--- src/rtl/cle_pkg.sv ---
// ----------------------------------------------------------------------------
// cle_pkg: shared types and constants of the console line editor
// Character codes, the SDRAM window, the item and beat layouts and the
// erase sequencer phases.
// ----------------------------------------------------------------------------
package cle_pkg;

  localparam int unsigned MAX_COUNT = 4096;

  localparam logic [31:0] SDRAM_LOW  = 32'ha000_0000;
  localparam logic [31:0] SDRAM_HIGH = 32'ha3ff_ffff;

  localparam logic [7:0] CH_EOT   = 8'd4;
  localparam logic [7:0] CH_BS    = 8'd8;
  localparam logic [7:0] CH_DEL   = 8'd127;
  localparam logic [7:0] CH_LF    = 8'd10;
  localparam logic [7:0] CH_CR    = 8'd13;
  localparam logic [7:0] CH_SPACE = 8'd32;

  localparam logic CMD_START = 1'b0;
  localparam logic CMD_BYTE  = 1'b1;

  localparam logic [1:0] ST_OK    = 2'd0;
  localparam logic [1:0] ST_BADFD = 2'd1;
  localparam logic [1:0] ST_FAULT = 2'd2;

  // Erase sends three beats; the other commands use only the first phase.
  typedef enum logic [2:0] {
    PH_FIRST = 3'b001,
    PH_SPACE = 3'b010,
    PH_BS    = 3'b100
  } phase_t;

  typedef struct packed {
    logic        command;
    logic [7:0]  fd_number;
    logic [31:0] buffer_address;
    logic [12:0] byte_count;
    logic [7:0]  rx_byte;
  } item_t;

  typedef struct packed {
    logic        echo_valid;
    logic [7:0]  echo_char;
    logic        store_valid;
    logic [11:0] store_index;
    logic [7:0]  store_data;
    logic        done_res;
    logic [12:0] result_length;
    logic [1:0]  status;
    logic        last;
  } beat_t;

  typedef struct packed {
    logic        active;
    logic [12:0] line_length;
    logic [12:0] length_limit;
  } line_state_t;

endpackage

--- src/rtl/cle_in_if.sv ---
// ----------------------------------------------------------------------------
// cle_in_if: command channel of the console line editor
// Valid/ready channel carrying start commands and received bytes.
// ----------------------------------------------------------------------------
interface cle_in_if;
  logic        valid;
  logic        ready;
  logic        command;
  logic [7:0]  fd_number;
  logic [31:0] buffer_address;
  logic [12:0] byte_count;
  logic [7:0]  rx_byte;

  modport source (output valid, command, fd_number, buffer_address, byte_count,
                  rx_byte, input ready);
  modport sink (input valid, command, fd_number, buffer_address, byte_count,
                rx_byte, output ready);
endinterface

--- src/rtl/cle_out_if.sv ---
// ----------------------------------------------------------------------------
// cle_out_if: result channel of the console line editor
// Valid/ready channel carrying echo, store and completion beats.
// ----------------------------------------------------------------------------
interface cle_out_if;
  logic        valid;
  logic        ready;
  logic        echo_valid;
  logic [7:0]  echo_char;
  logic        store_valid;
  logic [11:0] store_index;
  logic [7:0]  store_data;
  logic        done_res;
  logic [12:0] result_length;
  logic [1:0]  status;
  logic        last;

  modport source (output valid, echo_valid, echo_char, store_valid, store_index,
                  store_data, done_res, result_length, status, last,
                  input ready);
  modport sink (input valid, echo_valid, echo_char, store_valid, store_index,
                store_data, done_res, result_length, status, last,
                output ready);
endinterface

--- src/rtl/cle_edit.sv ---
// ----------------------------------------------------------------------------
// cle_edit: line editing step
// Decodes one item against the line state for the current phase and returns
// the beat, whether it is the item's final one, and the next line state.
// ----------------------------------------------------------------------------
module cle_edit
  import cle_pkg::*;
(
  input  item_t       item,
  input  phase_t      phase,
  input  line_state_t cur,
  output line_state_t nxt,
  output beat_t       beat,
  output logic        has_beat,
  output logic        final_beat
);

  logic [31:0] end_addr;
  logic        over_max;
  logic [12:0] len_inc;
  logic        is_erase;

  assign end_addr = item.buffer_address + {19'd0, item.byte_count};
  assign over_max = {19'd0, item.byte_count} > 32'(MAX_COUNT);
  assign len_inc  = cur.line_length + 13'd1;
  assign is_erase = (item.rx_byte == CH_BS) || (item.rx_byte == CH_DEL);

  always_comb begin
    nxt        = cur;
    beat       = '0;
    has_beat   = 1'b0;
    final_beat = 1'b1;

    unique case (phase)
      PH_SPACE: begin
        has_beat        = 1'b1;
        final_beat      = 1'b0;
        beat.echo_valid = 1'b1;
        beat.echo_char  = CH_SPACE;
      end
      PH_BS: begin
        has_beat        = 1'b1;
        beat.echo_valid = 1'b1;
        beat.echo_char  = CH_BS;
        beat.last       = 1'b1;
      end
      default: begin
        if (item.command == CMD_START) begin
          nxt       = '0;
          beat.done_res = 1'b1;
          beat.last     = 1'b1;
          priority if (item.fd_number != 8'd0) begin
            has_beat    = 1'b1;
            beat.status = ST_BADFD;
          end else if (!(item.buffer_address >= SDRAM_LOW && end_addr <= SDRAM_HIGH)) begin
            has_beat    = 1'b1;
            beat.status = ST_FAULT;
          end else if (item.byte_count == 13'd0) begin
            has_beat    = 1'b1;
            beat.status = ST_OK;
          end else begin
            nxt.active       = 1'b1;
            nxt.length_limit = over_max ? 13'(MAX_COUNT) : item.byte_count;
          end
        end else if (cur.active) begin
          has_beat = 1'b1;
          priority if (item.rx_byte == CH_EOT) begin
            nxt.active         = 1'b0;
            beat.done_res      = 1'b1;
            beat.result_length = cur.line_length;
            beat.last          = 1'b1;
          end else if (is_erase) begin
            final_beat      = 1'b0;
            beat.echo_valid = 1'b1;
            beat.echo_char  = CH_BS;
            if (cur.line_length != 13'd0) begin
              nxt.line_length  = cur.line_length - 13'd1;
              beat.store_valid = 1'b1;
              beat.store_index = nxt.line_length[11:0];
            end
          end else if (item.rx_byte == CH_LF || item.rx_byte == CH_CR) begin
            nxt.active         = 1'b0;
            nxt.line_length    = len_inc;
            beat.echo_valid    = 1'b1;
            beat.echo_char     = CH_LF;
            beat.store_valid   = 1'b1;
            beat.store_index   = cur.line_length[11:0];
            beat.store_data    = CH_LF;
            beat.done_res      = 1'b1;
            beat.result_length = len_inc;
            beat.last          = 1'b1;
          end else begin
            nxt.line_length  = len_inc;
            beat.echo_valid  = 1'b1;
            beat.echo_char   = item.rx_byte;
            beat.store_valid = 1'b1;
            beat.store_index = cur.line_length[11:0];
            beat.store_data  = item.rx_byte;
            beat.last        = 1'b1;
            if (len_inc >= cur.length_limit) begin
              nxt.active         = 1'b0;
              beat.done_res      = 1'b1;
              beat.result_length = len_inc;
            end
          end
        end
        // a byte while idle drops without a beat
      end
    endcase
  end

endmodule

--- src/rtl/console_line_editor_unit.sv ---
// ----------------------------------------------------------------------------
// console_line_editor_unit: canonical console line input
// Registered: each item waits in the input register and its beat in the output register.
// One item per cycle while the result channel takes beats; an erase holds its item
//   for three echo beats from one sequencer sharing the output register.
// Reset: rst_n (synchronous, active low) clears both valid flags, the erase
//   phase and the line state; the block comes out idle and takes items at once.
// ----------------------------------------------------------------------------
module console_line_editor_unit
  import cle_pkg::*;
(
  input  logic clk,
  input  logic rst_n,
  cle_in_if.sink    in_chan,
  cle_out_if.source out_chan
);

  // Input register: holds one item while the editor works on it.
  logic        ir_valid_r;
  item_t       ir_item_r;

  // Output register: holds one beat until the sink takes it.
  logic        or_valid_r;
  beat_t       or_beat_r;

  // Line state and the erase phase.
  line_state_t line_r;
  phase_t      phase_r;

  line_state_t line_nxt;
  phase_t      phase_nxt;
  beat_t       beat;
  logic        has_beat;
  logic        final_beat;
  logic        out_free;
  logic        fire;
  logic        pop;
  logic        in_take;
  item_t       in_item;

  assign in_item = '{command:        in_chan.command,
                     fd_number:      in_chan.fd_number,
                     buffer_address: in_chan.buffer_address,
                     byte_count:     in_chan.byte_count,
                     rx_byte:        in_chan.rx_byte};

  cle_edit u_edit (
    .item       (ir_item_r),
    .phase      (phase_r),
    .cur        (line_r),
    .nxt        (line_nxt),
    .beat       (beat),
    .has_beat   (has_beat),
    .final_beat (final_beat)
  );

  // The output register is free when empty or drained this cycle.
  assign out_free = !or_valid_r || out_chan.ready;
  // Advance the held item when its beat has room, or when it makes no beat.
  assign fire     = ir_valid_r && (!has_beat || out_free);
  // Drop the item once its final beat (or no beat) has gone out.
  assign pop      = fire && final_beat;

  assign in_chan.ready = !ir_valid_r || pop;
  assign in_take       = in_chan.valid && in_chan.ready;

  always_comb begin
    phase_nxt = phase_r;
    if (fire) begin
      unique case (phase_r)
        PH_FIRST: phase_nxt = final_beat ? PH_FIRST : PH_SPACE;
        PH_SPACE: phase_nxt = PH_BS;
        PH_BS:    phase_nxt = PH_FIRST;
        default:  phase_nxt = PH_FIRST;
      endcase
    end
  end

  always_ff @(posedge clk) begin
    if (!rst_n) begin
      ir_valid_r <= 1'b0;
      or_valid_r <= 1'b0;
      line_r     <= '0;
      phase_r    <= PH_FIRST;
    end else begin
      // hold the item until popped, refill in the same cycle
      if (in_take) begin
        ir_valid_r <= 1'b1;
      end else if (pop) begin
        ir_valid_r <= 1'b0;
      end
      if (fire && has_beat) begin
        or_valid_r <= 1'b1;
      end else if (out_chan.ready) begin
        or_valid_r <= 1'b0;
      end
      // line state moves only on the first phase of an item
      if (fire && phase_r == PH_FIRST) begin
        line_r <= line_nxt;
      end
      phase_r <= phase_nxt;
    end
  end

  always_ff @(posedge clk) begin
    if (in_take) begin
      ir_item_r <= in_item;
    end
    if (fire && has_beat) begin
      or_beat_r <= beat;
    end
  end

  assign out_chan.valid         = or_valid_r;
  assign out_chan.echo_valid    = or_beat_r.echo_valid;
  assign out_chan.echo_char     = or_beat_r.echo_char;
  assign out_chan.store_valid   = or_beat_r.store_valid;
  assign out_chan.store_index   = or_beat_r.store_index;
  assign out_chan.store_data    = or_beat_r.store_data;
  assign out_chan.done_res      = or_beat_r.done_res;
  assign out_chan.result_length = or_beat_r.result_length;
  assign out_chan.status        = or_beat_r.status;
  assign out_chan.last          = or_beat_r.last;

endmodule

--- src/flat_wrapper.sv ---
// flat-port wrapper written by rule: the top's interface ports become plain ports
module console_line_editor_unit_flat import cle_pkg::*;
  (clk, rst_n, in_chan_valid, in_chan_command, in_chan_fd_number, in_chan_buffer_address, in_chan_byte_count, in_chan_rx_byte, in_chan_ready, out_chan_valid, out_chan_echo_valid, out_chan_echo_char, out_chan_store_valid, out_chan_store_index, out_chan_store_data, out_chan_done_res, out_chan_result_length, out_chan_status, out_chan_last, out_chan_ready);
  cle_in_if in_chan_i ();
  cle_out_if out_chan_i ();
  input  logic clk;
  input  logic rst_n;
  input wire logic [$bits(in_chan_i.valid)-1:0] in_chan_valid;
  input wire logic [$bits(in_chan_i.command)-1:0] in_chan_command;
  input wire logic [$bits(in_chan_i.fd_number)-1:0] in_chan_fd_number;
  input wire logic [$bits(in_chan_i.buffer_address)-1:0] in_chan_buffer_address;
  input wire logic [$bits(in_chan_i.byte_count)-1:0] in_chan_byte_count;
  input wire logic [$bits(in_chan_i.rx_byte)-1:0] in_chan_rx_byte;
  output wire logic [$bits(in_chan_i.ready)-1:0] in_chan_ready;
  output wire logic [$bits(out_chan_i.valid)-1:0] out_chan_valid;
  output wire logic [$bits(out_chan_i.echo_valid)-1:0] out_chan_echo_valid;
  output wire logic [$bits(out_chan_i.echo_char)-1:0] out_chan_echo_char;
  output wire logic [$bits(out_chan_i.store_valid)-1:0] out_chan_store_valid;
  output wire logic [$bits(out_chan_i.store_index)-1:0] out_chan_store_index;
  output wire logic [$bits(out_chan_i.store_data)-1:0] out_chan_store_data;
  output wire logic [$bits(out_chan_i.done_res)-1:0] out_chan_done_res;
  output wire logic [$bits(out_chan_i.result_length)-1:0] out_chan_result_length;
  output wire logic [$bits(out_chan_i.status)-1:0] out_chan_status;
  output wire logic [$bits(out_chan_i.last)-1:0] out_chan_last;
  input wire logic [$bits(out_chan_i.ready)-1:0] out_chan_ready;
  assign in_chan_i.valid = in_chan_valid;
  assign in_chan_i.command = in_chan_command;
  assign in_chan_i.fd_number = in_chan_fd_number;
  assign in_chan_i.buffer_address = in_chan_buffer_address;
  assign in_chan_i.byte_count = in_chan_byte_count;
  assign in_chan_i.rx_byte = in_chan_rx_byte;
  assign in_chan_ready = in_chan_i.ready;
  assign out_chan_valid = out_chan_i.valid;
  assign out_chan_echo_valid = out_chan_i.echo_valid;
  assign out_chan_echo_char = out_chan_i.echo_char;
  assign out_chan_store_valid = out_chan_i.store_valid;
  assign out_chan_store_index = out_chan_i.store_index;
  assign out_chan_store_data = out_chan_i.store_data;
  assign out_chan_done_res = out_chan_i.done_res;
  assign out_chan_result_length = out_chan_i.result_length;
  assign out_chan_status = out_chan_i.status;
  assign out_chan_last = out_chan_i.last;
  assign out_chan_i.ready = out_chan_ready;
  console_line_editor_unit u_core (.clk(clk), .rst_n(rst_n), .in_chan(in_chan_i), .out_chan(out_chan_i));
endmodule
--- config.mk ---
export PLATFORM = sky130hd
export DESIGN_NAME = console_line_editor_unit_flat
export DESIGN_NICKNAME = d
export VERILOG_FILES = /design/src/rtl/cle_pkg.sv /design/src/rtl/cle_in_if.sv /design/src/rtl/cle_out_if.sv /design/src/rtl/cle_edit.sv /design/src/rtl/console_line_editor_unit.sv /design/src/flat_wrapper.sv
export SDC_FILE = /design/constraint.sdc
export NUM_CORES = 1
export LEC_CHECK = 0
export BUFFER_PORTS_ARGS = -buffer_cell sky130_fd_sc_hd__buf_2
export CAP_MARGIN = 25
export CORE_AREA = 2 2 128 105
export DETAILED_ROUTE_END_ITERATION = 6
export DIE_AREA = 0 0 130 107
export GPL_TIMING_DRIVEN = 1
export PLACE_DENSITY = 0.85
export SLEW_MARGIN = 25
export SYNTH_ARGS = -nofsm -noshare
export SYNTH_HDL_FRONTEND = slang
export SYNTH_HIERARCHICAL = 1
export SYNTH_SLANG_ARGS = --single-unit
--- constraint.sdc ---
create_clock -name clk -period 12.2 [get_ports clk]
set_clock_uncertainty 0.05 [all_clocks]
set_input_delay 2.44 -clock clk [delete_from_list [all_inputs] [get_ports clk]]
set_output_delay 2.44 -clock clk [all_outputs]
set_load 0.03 [all_outputs]
## Word-level counts from Yosys, hierarchy flattened

Index checks and enable logic that the tools add are counted.

| word-level totals | value |
|---|---|
| bits of input ports | 66 |
| bits in registers | 141 |
| logic and storage cells | 124 |
| output and inout port bits | 49 |

| operators by class | value |
|---|---|
| reductions and logical operators | 28 |
| muxes and demuxes | 54 |
| equal/unequal tests | 11 |
| magnitude comparators | 4 |
| bitwise logic cells | 3 |
| $add $sub $neg | 3 |

Operators with widths:

| operator | number |
|---|---|
| 44-bit two-way mux | 6 |
| 13-bit two-way mux | 8 |
| 14-bit two-way mux | 5 |
| 30-bit two-way mux | 2 |
| 22-bit two-way mux | 2 |
| 43-bit two-way mux | 1 |
| 32-bit by 13-bit adder with 32-bit output | 1 |
| 32-bit >= comparator, second input constant | 1 |
| 32-bit less-or-equal comparator, second input constant | 1 |
| 8-bit by 4-bit equality test with 1-bit output, second input constant | 3 |
| 1-bit two-way mux | 24 |
| 9-bit one-hot mux with 2 select lines | 1 |
| 13-bit by 1-bit adder with 13-bit output, second input constant | 1 |
| 13-bit >= comparator | 1 |
| 13-bit > comparator, second input constant | 1 |
| 13-bit zero test | 1 |
| 13-bit nonzero test | 1 |
| 13-bit by 1-bit subtractor with 13-bit output, second input constant | 1 |
| 8-bit by 3-bit equality test with 1-bit output, second input constant | 1 |
| 8-bit by 7-bit equality test with 1-bit output, second input constant | 1 |
| 8-bit nonzero test | 1 |
| 4-bit OR reduction | 2 |
| 1-bit logical AND | 6 |
| 3-bit one-hot mux with 2 select lines | 1 |
| other kinds (18) | 30 |

## Logic depth before layout (Yosys ltp)

Gate-level depths: netlist (run 1).

| depth | value |
|---|---|
| depth after elaboration | 14 |
| depth in mapped cells | 16 |
| gate-level depth less buffers | 15 |

## Modules after synthesis

Netlist (run 1), hierarchy kept.

Modules (own cells, without submodules):

| module | area each (um^2) | times used | seq. area each (um^2) | cells each |
|---|---|---|---|---|
| console_line_editor_unit | 4638.2 | 1 | 3913.8 | 252 |
| cle_edit | 2798.9 | 1 | 0.0 | 444 |

## Worst setup path after synthesis (run 1)

No wires, ideal clock.

| timing path | value |
|---|---|
| path kind | in2reg |
| from | input out_chan_ready |
| to | register u_core/ir_item_r[0] (netlist name) (enable) |
| data arrival time | 5473 ps |
| path buffers | 0 |
| library setup time | 489 ps |
| stages | 3 |
| path slack | 6189 ps |
| cell sequence | nand3b_4 -> a21boi_0 -> nor2b_1 |

| on the way | value |
|---|---|
| longest elaborated chain between the ends | 6 |

RTL lines:

| element | RTL line | source |
|---|---|---|
| start, declared | flat_wrapper.sv:25 | `input wire logic [$bits(out_chan_i.ready)-1:0] out_chan_ready;` |
| 1-bit logical OR | console_line_editor_unit.sv:58 | `assign out_free = !or_valid_r \|\| out_chan.ready;` |
| 1-bit logical OR | console_line_editor_unit.sv:60 | `assign fire = ir_valid_r && (!has_beat \|\| out_free);` |
| 1-bit logical AND | console_line_editor_unit.sv:60 |  |
| 1-bit logical AND | console_line_editor_unit.sv:62 | `assign pop = fire && final_beat;` |
| 1-bit logical OR | console_line_editor_unit.sv:64 | `assign in_chan.ready = !ir_valid_r \|\| pop;` |
| 1-bit logical AND | console_line_editor_unit.sv:65 | `assign in_take = in_chan.valid && in_chan.ready;` |
| net u_core.in_take | console_line_editor_unit.sv:38 | `logic in_take;` |
| end signal, assigned | console_line_editor_unit.sv:107 | `ir_item_r <= in_item;` |
| end, declared | console_line_editor_unit.sv:20 | `item_t ir_item_r;` |

The timed path passes the listed nets, and every way through them passes these cells.
A chain may end at the register's enable or synchronous reset.

## Worst setup path in the final report (run 1)

| timing path | value |
|---|---|
| from | register u_core/ir_item_r[10] (netlist name) |
| to | output in_chan_ready |

| on the way | value |
|---|---|
| longest elaborated chain between the ends | 12 |

RTL lines:

| element | RTL line | source |
|---|---|---|
| 32-bit by 13-bit adder with 32-bit output | cle_edit.sv:23 | `assign end_addr = item.buffer_address + {19'd0, item.byte_count};` |
| 32-bit less-or-equal comparator | cle_edit.sv:55 | `end else if (!(item.buffer_address >= SDRAM_LOW && end_addr <= SDRAM_HIGH)) begin` |
| 1-bit logical AND | cle_edit.sv:55 |  |
| 1-bit two-way mux * | cle_edit.sv:55 |  |
| 1-bit two-way mux * | cle_edit.sv:52 | `priority if (item.fd_number != 8'd0) begin` |
| 1-bit two-way mux * | cle_edit.sv:48 | `if (item.command == CMD_START) begin` |
| 1-bit two-way mux * | cle_edit.sv:34 | `unique case (phase)` |
| net u_core.has_beat | console_line_editor_unit.sv:33 | `logic has_beat;` |
| 1-bit zero test * | console_line_editor_unit.sv:60 |  |
| 1-bit logical OR * | console_line_editor_unit.sv:60 |  |
| 1-bit logical AND * | console_line_editor_unit.sv:60 |  |
| 1-bit logical AND * | console_line_editor_unit.sv:62 |  |
| 1-bit logical OR * | console_line_editor_unit.sv:64 |  |
| end, declared | flat_wrapper.sv:14 | `output wire logic [$bits(in_chan_i.ready)-1:0] in_chan_ready;` |

Mark *: on every way through the listed nets, which the timed path passes. The rest lies on a longest branch.

==> impl_metrics.py, run 1 <==
metrics = {
    "pwr": {
        "leakage_nw": 3.28,
        "irDropWorstVdd_mv": 0.103,
        "powerDensity_nw_per_um2": 126,
    },
    "setup_path": {
        "cp.required_ns": 9.71,
        "crit_type": "register to output port",
        "cp_max_fo": 7,
        "ff2ff_path_depth": 15,
        "r2r_setup_slack_ns": 7.76,
        "startpoint_type": "register",
        "end_kind": "output port",
        "crit_arrival_ns": 4.12,
    },
    "yosys": {
        "netlist_area_um2": 7440,
        "synth_edf_count": 109,
        "synth_cells": 696,
        "synth.yosys.warnings": 6,
        "synth-main-ff-cell": "edfxtp_1",
        "synthDistinctLibCells": 72,
        "synth_area_leaders": "edfxtp_1, dfxtp_1, nand2_1, ha_1, mux2i_1",
        "synth_fp_nets": 792,
        "yosys.area.top_type": "edfxtp_1",
        "synth_seq_cells": 141,
        "postSynthAreaPerCell_um2": 10.7,
        "yosys.area.top_type_share_pct": 44.0,
        "yosysSeqAreaShare_pct": 52.6,
        "synthArstFlopShare_pct": 0,
    },
    "clocking": {
        "ctsResizeCount": 0,
        "clk_pin_slew_worst_paths_ns": 0.06,
        "clkSinkCount": 141,
        "cts_max_level": 4,
        "cts_buffers": 17,
        "clockBufferDepth": 2,
        "postCtsHoldBufs": 0,
        "post_cts_buffers": 0,
        "root_buffer": "clkbuf_16",
        "clk_latency_ns": 0.43,
        "cts_tree": "built",
    },
    "global_routing": {
        "antenna_found_initial": 0,
        "grt-ovfl-total": 0,
        "globalRouteTotalUtil_pct": 26.2,
        "grt_pass1_wl_um": 27700,
        "grt_pass1_vias": 5435,
        "grt_max_degree": 63,
    },
    "die": {
        "die_h_um": 107,
        "dieArea_um2": 13900,
        "die_w_um": 130,
        "ios": 115,
        "coreArea_um2": 12600,
        "placementRows": 37,
        "start_util_pct": 58.8,
    },
    "flow_run": {
        "cap_violations": 0,
    },
    "timing": {
        "report.final.slew_viol_count": 0,
        "max_slew_margin_pct": 34.0,
        "rsz0062_at_grt": "false",
        "tns_ns": 0,
        "fmax_mhz": 151,
        "setup_viol": 0,
        "finalHoldViolCount": 0,
        "finalCriticalPeriod_ns": 6.61,
        "whs_ns": 0.429,
        "post-route-period-util_pct": 54.2,
        "worstMarginPinSlew_ns": 0.990,
    },
    "layout": {
        "utilization_pct": 68.0,
        "num_antenna_cells": 0,
        "multi_input_area_um2": 3190,
        "num-fill-cells": 991,
        "areaGrowthSynthToFinish_pct": 15.5,
        "drive_gt1_share_pct": 21.1,
        "regArea_um2": 3910,
        "nNetsFinal": 890,
    },
    "placed_design": {
        "place_congestion": 0.926,
        "dp_hpwl_um": 12200,
        "portBuffers": 114,
    },
    "outcome": {
        "outcome": "finished, final reports clean",
    },
    "drt": {
        "dr.pass1.iters": 6,
        "postRouteAntennaNets": 0,
        "drt_iter0_markers": 596,
        "vias": 5824,
        "post_drt_via_cell_ratio": 5.94,
        "drc_errors": 0,
        "post_drt_wl_per_cell_um": 17.6,
        "wl_um": 17300,
    },
    "min_path": {
        "hold_depth": 2,
        "hold_path_class": "register to register",
    },
}
cells in the final DEF (no fill, tap or decap), types with 4 or more instances in the layout:
master	netlist	layout
ha_1	29	29
nand4_1	11	11
a211oi_1	6	6
buf_2	10	114
a21boi_0	6	6
and2_1	4	4
o21a_1	6	6
nor4_1	5	5
a21oi_1	34	34
nand3_1	26	26
clkbuf_16	0	17
nor2b_1	7	6
dfxtp_1	32	32
nand2_1	109	109
and3_1	8	8
nor3_1	10	10
mux2i_1	29	29
o21ai_0	31	31
nand2b_1	8	8
edfxtp_1	109	109
xor2_1	13	13
o211ai_1	5	5
a22o_1	18	18
o21ai_1	4	4
nor2_1	41	41
buf_4	6	6
inv_1	28	28
xnor2_1	16	16
clkinvlp_4	0	4
where the power goes:
| part | leakage [nW] | switching, mW | total [mW] | internal [mW] |
|---|---|---|---|---|
| Combinational | 1.67 | 0.0374 | 0.0597 | 0.0223 |
| Sequential | 1.35 | 0.00855 | 0.541 | 0.533 |
| Clock | 0.257 | 0.202 | 0.480 | 0.278 |
| Total | 3.28 | 0.248 | 1.08 | 0.833 |
layout make-up:
type / count / share of cell area, %
inverters: 28 / 1.22
clock inverters: 14 / 1.41
multi-input cells: 486 / 37.1
flip-flops and latches: 141 / 45.6
repair buffers: 120 / 7.16
clock buffers: 17 / 4.95
well taps: 175 / 2.55
critical path: stages (launching register included):
cell	delay, ns
edfxtp_1	0.42
ha_1	0.36
a21oi_1	0.23
a21oi_1	0.14
o311a_4	0.38
o31ai_4	0.26
nor2_1	0.07
o21ai_1	0.35
nor3_2	0.17
a21oi_1	0.41
nand3b_4	0.16
a21boi_0	0.48
inv_1	0.07
buf_2	0.19
metrics by stage:
stage               instances  worst slack [ns]  total power [mW]  instance area [µm²]
floorplan                 696              6.19             0.590                 7440
global placement          950              6.27             0.608                 8040
detailed placement        950              6.10             0.610                 8040
CTS                       981              5.61              1.09                 8590
global route              981              5.17              1.11                 8590
finish                    981              5.59              1.08                 8590
logic make-up (layout without fill, tap and decap cells):
logic type | after synthesis | after routing | synth area share (%)
AOI/OAI and AO/OA | 137 | 137 | 12.6
xor gates and xnor gates | 29 | 29 | 3.42
adders and majority gates | 30 | 30 | 5.15
buffers and inverters | 69 | 179 | 4.61
DFF | 141 | 141 | 52.6
muxes | 31 | 31 | 4.21
and+or+nand+nor | 259 | 259 | 17.4
synthesized netlist by cell type (all sizes together) (8+ instances only):
cell type  count
mux2i         29
and3          11
o21ai         35
nand2b         8
a22o          18
nor3          12
inv           28
xnor2         16
buf           20
nand3         26
dfxtp         32
a21oi         35
nor2          42
xor2          13
nand4         11
edfxtp       109
clkbuf        21
nand2        109
ha            29
state kept, by name, summed over array words and instances, names as in the netlist:
register,count
u_core/out_chan.valid,1
u_core/ir_item_r,62
u_core/ir_valid_r,1
u_core/out_chan.store_valid,1
u_core/out_chan.store_index,12
u_core/phase_r,3
u_core/out_chan.done_res,1
u_core/out_chan.status,2
u_core/out_chan.last,1
u_core/out_chan.store_data,8
u_core/out_chan.result_length,13
u_core/out_chan.echo_valid,1
u_core/out_chan.echo_char,8
u_core/line_r,27
path summary, 6_finish.rpt:
path	startpoint	to
max	u_core/ir_item_r[10]$_DFFE_PP_	in_chan_ready
min	u_core/line_r[6]$_SDFFE_PN0P_	u_core/line_r[6]$_SDFFE_PN0P_
max reg2reg	u_core/ir_item_r[8]$_DFFE_PP_	u_core/ir_item_r[4]$_DFFE_PP_
min reg2reg	u_core/line_r[6]$_SDFFE_PN0P_	u_core/line_r[6]$_SDFFE_PN0P_
per-layer routing:
metal  global-route usage, %  vias to the layer above  wire, µm
li1                        -                     2735         -
met1                    36.8                     2779      7590
met2                    39.3                      283      7870
met3                    7.78                       27      1610
met4                    8.22                        0       204
met5                       0                        -         0
Power figures use the tool's default switching activity.
==> run 2, diff against run 1 <==
--- a/config.mk
+++ b/config.mk
@@ -5,13 +5,14 @@
 export SDC_FILE = /design/constraint.sdc
 export NUM_CORES = 1
 export LEC_CHECK = 0
+export ABC_AREA = 1
 export BUFFER_PORTS_ARGS = -buffer_cell sky130_fd_sc_hd__buf_2
 export CAP_MARGIN = 25
-export CORE_AREA = 2 2 128 105
+export CORE_AREA = 2 2 137 112
 export DETAILED_ROUTE_END_ITERATION = 6
-export DIE_AREA = 0 0 130 107
+export DIE_AREA = 0 0 139 114
 export GPL_TIMING_DRIVEN = 1
-export PLACE_DENSITY = 0.85
+export PLACE_DENSITY = 0.83
 export SLEW_MARGIN = 25
 export SYNTH_ARGS = -nofsm -noshare
 export SYNTH_HDL_FRONTEND = slang
==> constraint.sdc (replaced) <==
create_clock -name clk -period 6.1 [get_ports clk]
set_clock_uncertainty 0.05 [all_clocks]
set_input_delay 1.22 -clock clk [delete_from_list [all_inputs] [get_ports clk]]
set_output_delay 1.22 -clock clk [all_outputs]
set_load 0.03 [all_outputs]
==> impl_metrics.py, run 2 <==
metrics = {
    "yosys": {
        "postSynthAreaPerCell_um2": 8.25,
        "synth_area_leaders": "edfxtp_1, nand2_1, dfxtp_1, inv_1, nor2_1",
        "synth.yosys.warnings": 6,
        "synth_fp_nets": 1099,
        "synthArstFlopShare_pct": 0,
        "synth.most_common_cell": "nand2_1",
        "synth_cells": 1003,
        "synthDistinctLibCells": 50,
        "netlist_area_um2": 8280,
        "yosysSeqAreaShare_pct": 47.3,
        "synth_edf_count": 109,
        "yosys.area.top_type": "edfxtp_1",
        "yosys.area.top_type_share_pct": 39.5,
        "synth_seq_cells": 141,
        "synth-main-ff-cell": "edfxtp_1",
        "synth_common_cells": "nand2_1, inv_1, nor2_1",
    },
    "drt": {
        "post_drt_wl_per_cell_um": 14.9,
        "wl_um": 19400,
        "post_drt_via_cell_ratio": 5.49,
        "drc_errors": 0,
        "dr.pass1.iters": 6,
        "postRouteAntennaNets": 0,
        "vias": 7151,
        "drt_iter0_markers": 981,
    },
    "timing": {
        "finalCriticalPeriod_ns": 5.22,
        "finalHoldViolCount": 0,
        "worstMarginPinSlew_ns": 0.907,
        "max_slew_margin_pct": 39.4,
        "report.final.slew_viol_count": 0,
        "post-route-period-util_pct": 85.6,
        "rsz0062_at_grt": "false",
        "setup_ws_ns": 0.876,
        "tns_ns": 0,
        "setup_viol": 0,
        "fmax_mhz": 191,
    },
    "pwr": {
        "pwr-share-comb_pct": 14.4,
        "powerDensity_nw_per_um2": 270,
        "p_int_mw": 1.83,
        "p_switching_mw": 0.742,
        "sw_frac_of_total_pct": 28.8,
        "clkPwrFrac_pct": 41.8,
        "seqPwrFrac_pct": 43.9,
        "leakage_nw": 4.30,
        "irDropWorstVdd_mv": 0.210,
    },
    "global_routing": {
        "grt_max_degree": 48,
        "grt-ovfl-total": 0,
        "grt_pass1_vias": 6412,
        "antenna_found_initial": 0,
        "grt_pass1_wl_um": 31300,
        "globalRouteTotalUtil_pct": 24.8,
    },
    "die": {
        "coreArea_um2": 14600,
        "ios": 115,
        "dieArea_um2": 15800,
        "start_util_pct": 56.6,
        "die_w_um": 139,
        "placementRows": 40,
        "die_h_um": 114,
    },
    "min_path": {
        "hold_path_class": "register to register",
    },
    "clocking": {
        "postCtsHoldBufs": 0,
        "cts_buffers": 17,
        "clockBufferDepth": 2,
        "clkSinkCount": 141,
        "clk_pin_slew_worst_paths_ns": 0.06,
        "post_cts_buffers": 0,
        "ctsResizeCount": 0,
        "cts_max_level": 4,
        "root_buffer": "clkbuf_16",
        "cts_tree": "built",
        "clk_latency_ns": 0.43,
    },
    "layout": {
        "areaGrowthSynthToFinish_pct": 15.1,
        "drive_gt1_share_pct": 18.1,
        "mostFrequentLayoutCells": "nand2_1, inv_1, nor2_1",
        "largest_register": "u_core/ir_item_r",
        "final_common_cell": "nand2_1",
        "largest_reg_flops": 62,
        "nNetsFinal": 1196,
        "num_antenna_cells": 0,
    },
    "setup_path": {
        "cp_max_fo": 29,
        "crit_type": "register to output port",
        "cp_cell_sequence": "ha_1 -> nand2_1 -> nor2_1 -> and2_1 -> nand2_1 -> nand2_1 -> nand2_1 -> nand2_1 -> nand2_1 -> nor2_1 -> nand3_1 -> nand4_1 -> nor2_1 -> nor2_1 -> nand3_2 -> nand2_1 -> nand2_1 -> buf_2",
        "startpoint_type": "register",
        "crit_buf_inv": 1,
        "end_kind": "output port",
        "critPathSlowestCell": "nand3_2",
        "cp.required_ns": 4.83,
        "crit_top_cell": "nand2_1",
        "crit_arrival_ns": 3.95,
        "cp_top_family": "simple AND/OR/NAND/NOR gates",
        "slowest_delay_ns": 0.54,
    },
    "flow_run": {
        "cap_violations": 0,
    },
    "placed_design": {
        "portBuffers": 114,
        "place_congestion": 0.934,
        "dp_slack_ns": 1.48,
        "dp_hpwl_um": 14000,
    },
    "outcome": {
        "outcome": "finished, final reports clean",
    },
}
==> run 2: final timing paths <==
path	from	end	slack [ns]	cells past startpoint
setup / recovery	u_core/ir_item_r[20]$_DFFE_PP_	in_chan_ready	0.88	18
hold / removal	u_core/line_r[10]$_SDFFE_PN0P_	u_core/line_r[10]$_SDFFE_PN0P_	0.45	2
setup reg to reg	u_core/ir_item_r[20]$_DFFE_PP_	u_core/ir_item_r[34]$_DFFE_PP_	1.79	17
hold reg to reg	u_core/line_r[10]$_SDFFE_PN0P_	u_core/line_r[10]$_SDFFE_PN0P_	0.45	2
==> run 2: layout make-up <==
| cell class | instances | area [µm²] |
|---|---|---|
| fillers | 1194 | 5090 |
| inverters | 156 | 586 |
| clock inverters | 15 | 195 |
| well taps | 189 | 236 |
| multi-input cells | 668 | 3560 |
| clock buffers | 17 | 425 |
| flip-flops and latches | 141 | 3920 |
| repair buffers | 116 | 611 |
==> run 2: power groups by stage <==
stage	Sequential [mW]	Clock [mW]	Combinational [mW]
global placement	1.15	0	0.350
global route	1.14	1.14	0.412
finish	1.13	1.08	0.371
floorplan	1.15	0	0.264
detailed placement	1.15	0	0.358
CTS	1.13	1.09	0.361
==> run 2: cell families (layout without fill, tap and decap cells) <==
group | count (synthesis) | count (layout) | synth area share [%]
buffers and inverters | 194 | 304 | 9.96
adders and majority gates | 30 | 30 | 4.63
xor gates and xnor gates | 16 | 16 | 1.69
AOI/OAI and AO/OA | 123 | 123 | 8.19
and+or+nand+nor | 499 | 499 | 28.2
DFF | 141 | 141 | 47.3
==> run 2: worst min-delay path, cell delays in order (launching register included) <==
cell and delay [ns]:
dfxtp_1 0.32, nor2_1 0.10, nor2_1 0.05
==> run 2: metrics by stage <==
stage	cells	instance area (µm²)	util, %	power (mW)	hold slack [ns]
after floorplan	1003	8280	-	1.41	0.399
after global placement	1269	8880	60.7	1.50	0.440
after detailed placement	1269	8880	60.7	1.51	0.445
after CTS	1301	9500	65.0	2.58	0.454
after global routing	1302	9530	65.2	2.69	0.486
final	1302	9530	65.2	2.58	0.454
==> run 2: layer usage <==
metal  global-route usage [%]  routed length, µm  share of wire, %  vias up
met2                     37.7               8540                44      354
met1                     35.1               8730                45     3239
met3                     6.63               1870               9.7       32
met4                     7.47                250               1.3        0
li1                         -                  -                 -     3526
met5                        0                  0                 0        -
==> run 3, diff against run 2 <==
==> constraint.sdc (replaced) <==
create_clock -name clk -period 5.1 [get_ports clk]
set_clock_uncertainty 0.05 [all_clocks]
set_input_delay 1.02 -clock clk [delete_from_list [all_inputs] [get_ports clk]]
set_output_delay 1.02 -clock clk [all_outputs]
set_load 0.03 [all_outputs]
==> impl_metrics.py, run 3 (same netlist as run 2, synthesis figures left out) <==
metrics = {
    "outcome": {
        "outcome": "finished, final reports clean",
    },
    "drt": {
        "post_drt_via_cell_ratio": 5.52,
        "top_layer": "met4",
        "drt_iter0_markers": 803,
        "wirelength_met1_um": 8950,
        "met3_length_um": 1950,
        "postRouteAntennaNets": 0,
        "post_drt_wl_per_cell_um": 15.1,
        "drc_errors": 0,
        "met2WireLength_um": 8600,
        "dr.pass1.iters": 5,
        "vias": 7215,
        "wl_um": 19700,
    },
    "min_path": {
        "hold_depth": 2,
        "hp-start": "u_core/line_r[11]$_SDFFE_PN0P_",
        "worst_hold_path.endpoint": "u_core/line_r[11]$_SDFFE_PN0P_",
        "hold_path_class": "register to register",
    },
    "die": {
        "die_h_um": 114,
        "coreArea_um2": 14600,
        "die_w_um": 139,
        "dieArea_um2": 15800,
        "start_util_pct": 56.6,
        "ios": 115,
        "placementRows": 40,
    },
    "clocking": {
        "root_buffer": "clkbuf_16",
        "clockBufferDepth": 2,
        "cts_max_level": 4,
        "post_cts_buffers": 0,
        "postCtsHoldBufs": 0,
        "clkSinkCount": 141,
        "ctsResizeCount": 0,
        "clk_latency_ns": 0.42,
        "cts_tree": "built",
        "cts_buffers": 17,
        "clk_pin_slew_worst_paths_ns": 0.06,
    },
    "timing": {
        "worstMarginPinSlew_ns": 0.733,
        "post-route-period-util_pct": 92.8,
        "max_slew_margin_pct": 50.9,
        "fmax_mhz": 211,
        "setup_ws_ns": 0.370,
        "finalHoldViolCount": 0,
        "rsz0062_at_grt": "false",
        "whs_ns": 0.459,
        "setup_viol": 0,
        "report.final.slew_viol_count": 0,
        "finalCriticalPeriod_ns": 4.73,
        "tns_ns": 0,
    },
    "layout": {
        "nNetsFinal": 1202,
        "mostFrequentLayoutCells": "nand2_1, inv_1, nor2_1",
        "regArea_um2": 3920,
        "fin_cells": 1308,
        "num_antenna_cells": 0,
        "drive_gt1_share_pct": 18.3,
        "num-fill-cells": 1192,
        "largest_reg_flops": 62,
        "multi_input_area_um2": 3550,
        "areaGrowthSynthToFinish_pct": 14.7,
        "utilization_pct": 65.0,
        "final_common_cell": "nand2_1",
        "design_area_um2": 9500,
        "largest_register": "u_core/ir_item_r",
    },
    "placed_design": {
        "place_congestion": 0.946,
        "place_area_um2": 8920,
        "place_inst": 1276,
        "dp_slack_ns": 0.921,
        "portBuffers": 114,
        "dp_hpwl_um": 14500,
    },
    "setup_path": {
        "crit_arrival_ns": 3.66,
        "cp.required_ns": 4.03,
        "reg2reg_to": "u_core/out_chan.echo_char[4]$_DFFE_PP_",
        "crit_type": "register to output port",
        "rr_startpoint": "u_core/ir_item_r[19]$_DFFE_PP_",
        "cp_max_fo": 16,
        "startpoint_type": "register",
        "r2r_setup_slack_ns": 0.78,
        "ff2ff_path_depth": 20,
        "end_kind": "output port",
    },
    "global_routing": {
        "grt_max_degree": 37,
        "antenna_found_initial": 0,
        "grt_pass1_vias": 6596,
        "grt_pass1_wl_um": 32400,
        "globalRouteTotalUtil_pct": 25.6,
        "grt-ovfl-total": 0,
    },
    "pwr": {
        "leakage_nw": 4.30,
        "total_power_mw": 3.00,
        "powerDensity_nw_per_um2": 316,
        "irDropWorstVdd_mv": 0.263,
    },
    "flow_run": {
        "cap_violations": 0,
    },
}
==> run 3: changes by cell type in the layout (fill, tap and decap cells not counted), sizes merged <==
cell      delta
buf          +6
bufinv       -1
inv          -1
clkinv       +3
clkinvlp     -1
==> run 3: how the worst max path moves through the flow <==
stage,startpoint,to,slack [ns],depth (start not counted)
global route,u_core/ir_item_r[19]$_DFFE_PP_,in_chan_ready,0.11,18
finish,u_core/ir_item_r[19]$_DFFE_PP_,in_chan_ready,0.37,18
CTS,u_core/ir_item_r[19]$_DFFE_PP_,in_chan_ready,0.45,18
global placement,u_core/ir_item_r[19]$_DFFE_PP_,in_chan_ready,0.98,18
floorplan,u_core/ir_item_r[8]$_DFFE_PP_,u_core/ir_item_r[0]$_DFFE_PP_,0.64,21
detailed placement,u_core/ir_item_r[19]$_DFFE_PP_,u_core/out_chan.echo_char[4]$_DFFE_PP_,0.92,20
==> run 3: final cells by class <==
cell class | instances | share of cell area [%]
flip-flops and latches | 141 | 41.2
multi-input cells | 668 | 37.4
repair buffers | 122 | 6.64
inverters | 156 | 6.17
clock buffers | 17 | 4.48
well taps | 189 | 2.49
clock inverters | 15 | 1.61
==> run 3: power breakdown <==
| part | leakage (nW) | internal (mW) | switching, mW |
|---|---|---|---|
| registers | 1.35 | 1.30 | 0.0560 |
| clock network | 0.289 | 0.688 | 0.512 |
| logic | 2.67 | 0.154 | 0.295 |
| total | 4.30 | 2.14 | 0.863 |
==> run 3: critical path, cell delays in order, from the launching register on <==
cell and delay, ns:
edfxtp_1 0.48, ha_1 0.38, nand2_1 0.10, nor2_1 0.28
and2_1 0.18, nand2_1 0.06, nand2_1 0.13, nand2_1 0.07
nand2_1 0.06, nand2_1 0.07, nor2_1 0.11, nand3_1 0.08
nand4_1 0.12, nor2_1 0.06, nor2_1 0.16, nand3_2 0.32
nand2_1 0.27, nand2_1 0.09, buf_2 0.21
==> run 3: routing by layer <==
metal | track usage (%) | vias to the layer above
met1 | 36.7 | 3306
li1 | - | 3531
met3 | 6.26 | 26
met4 | 7.00 | 0
met5 | 0 | -
met2 | 39.1 | 352
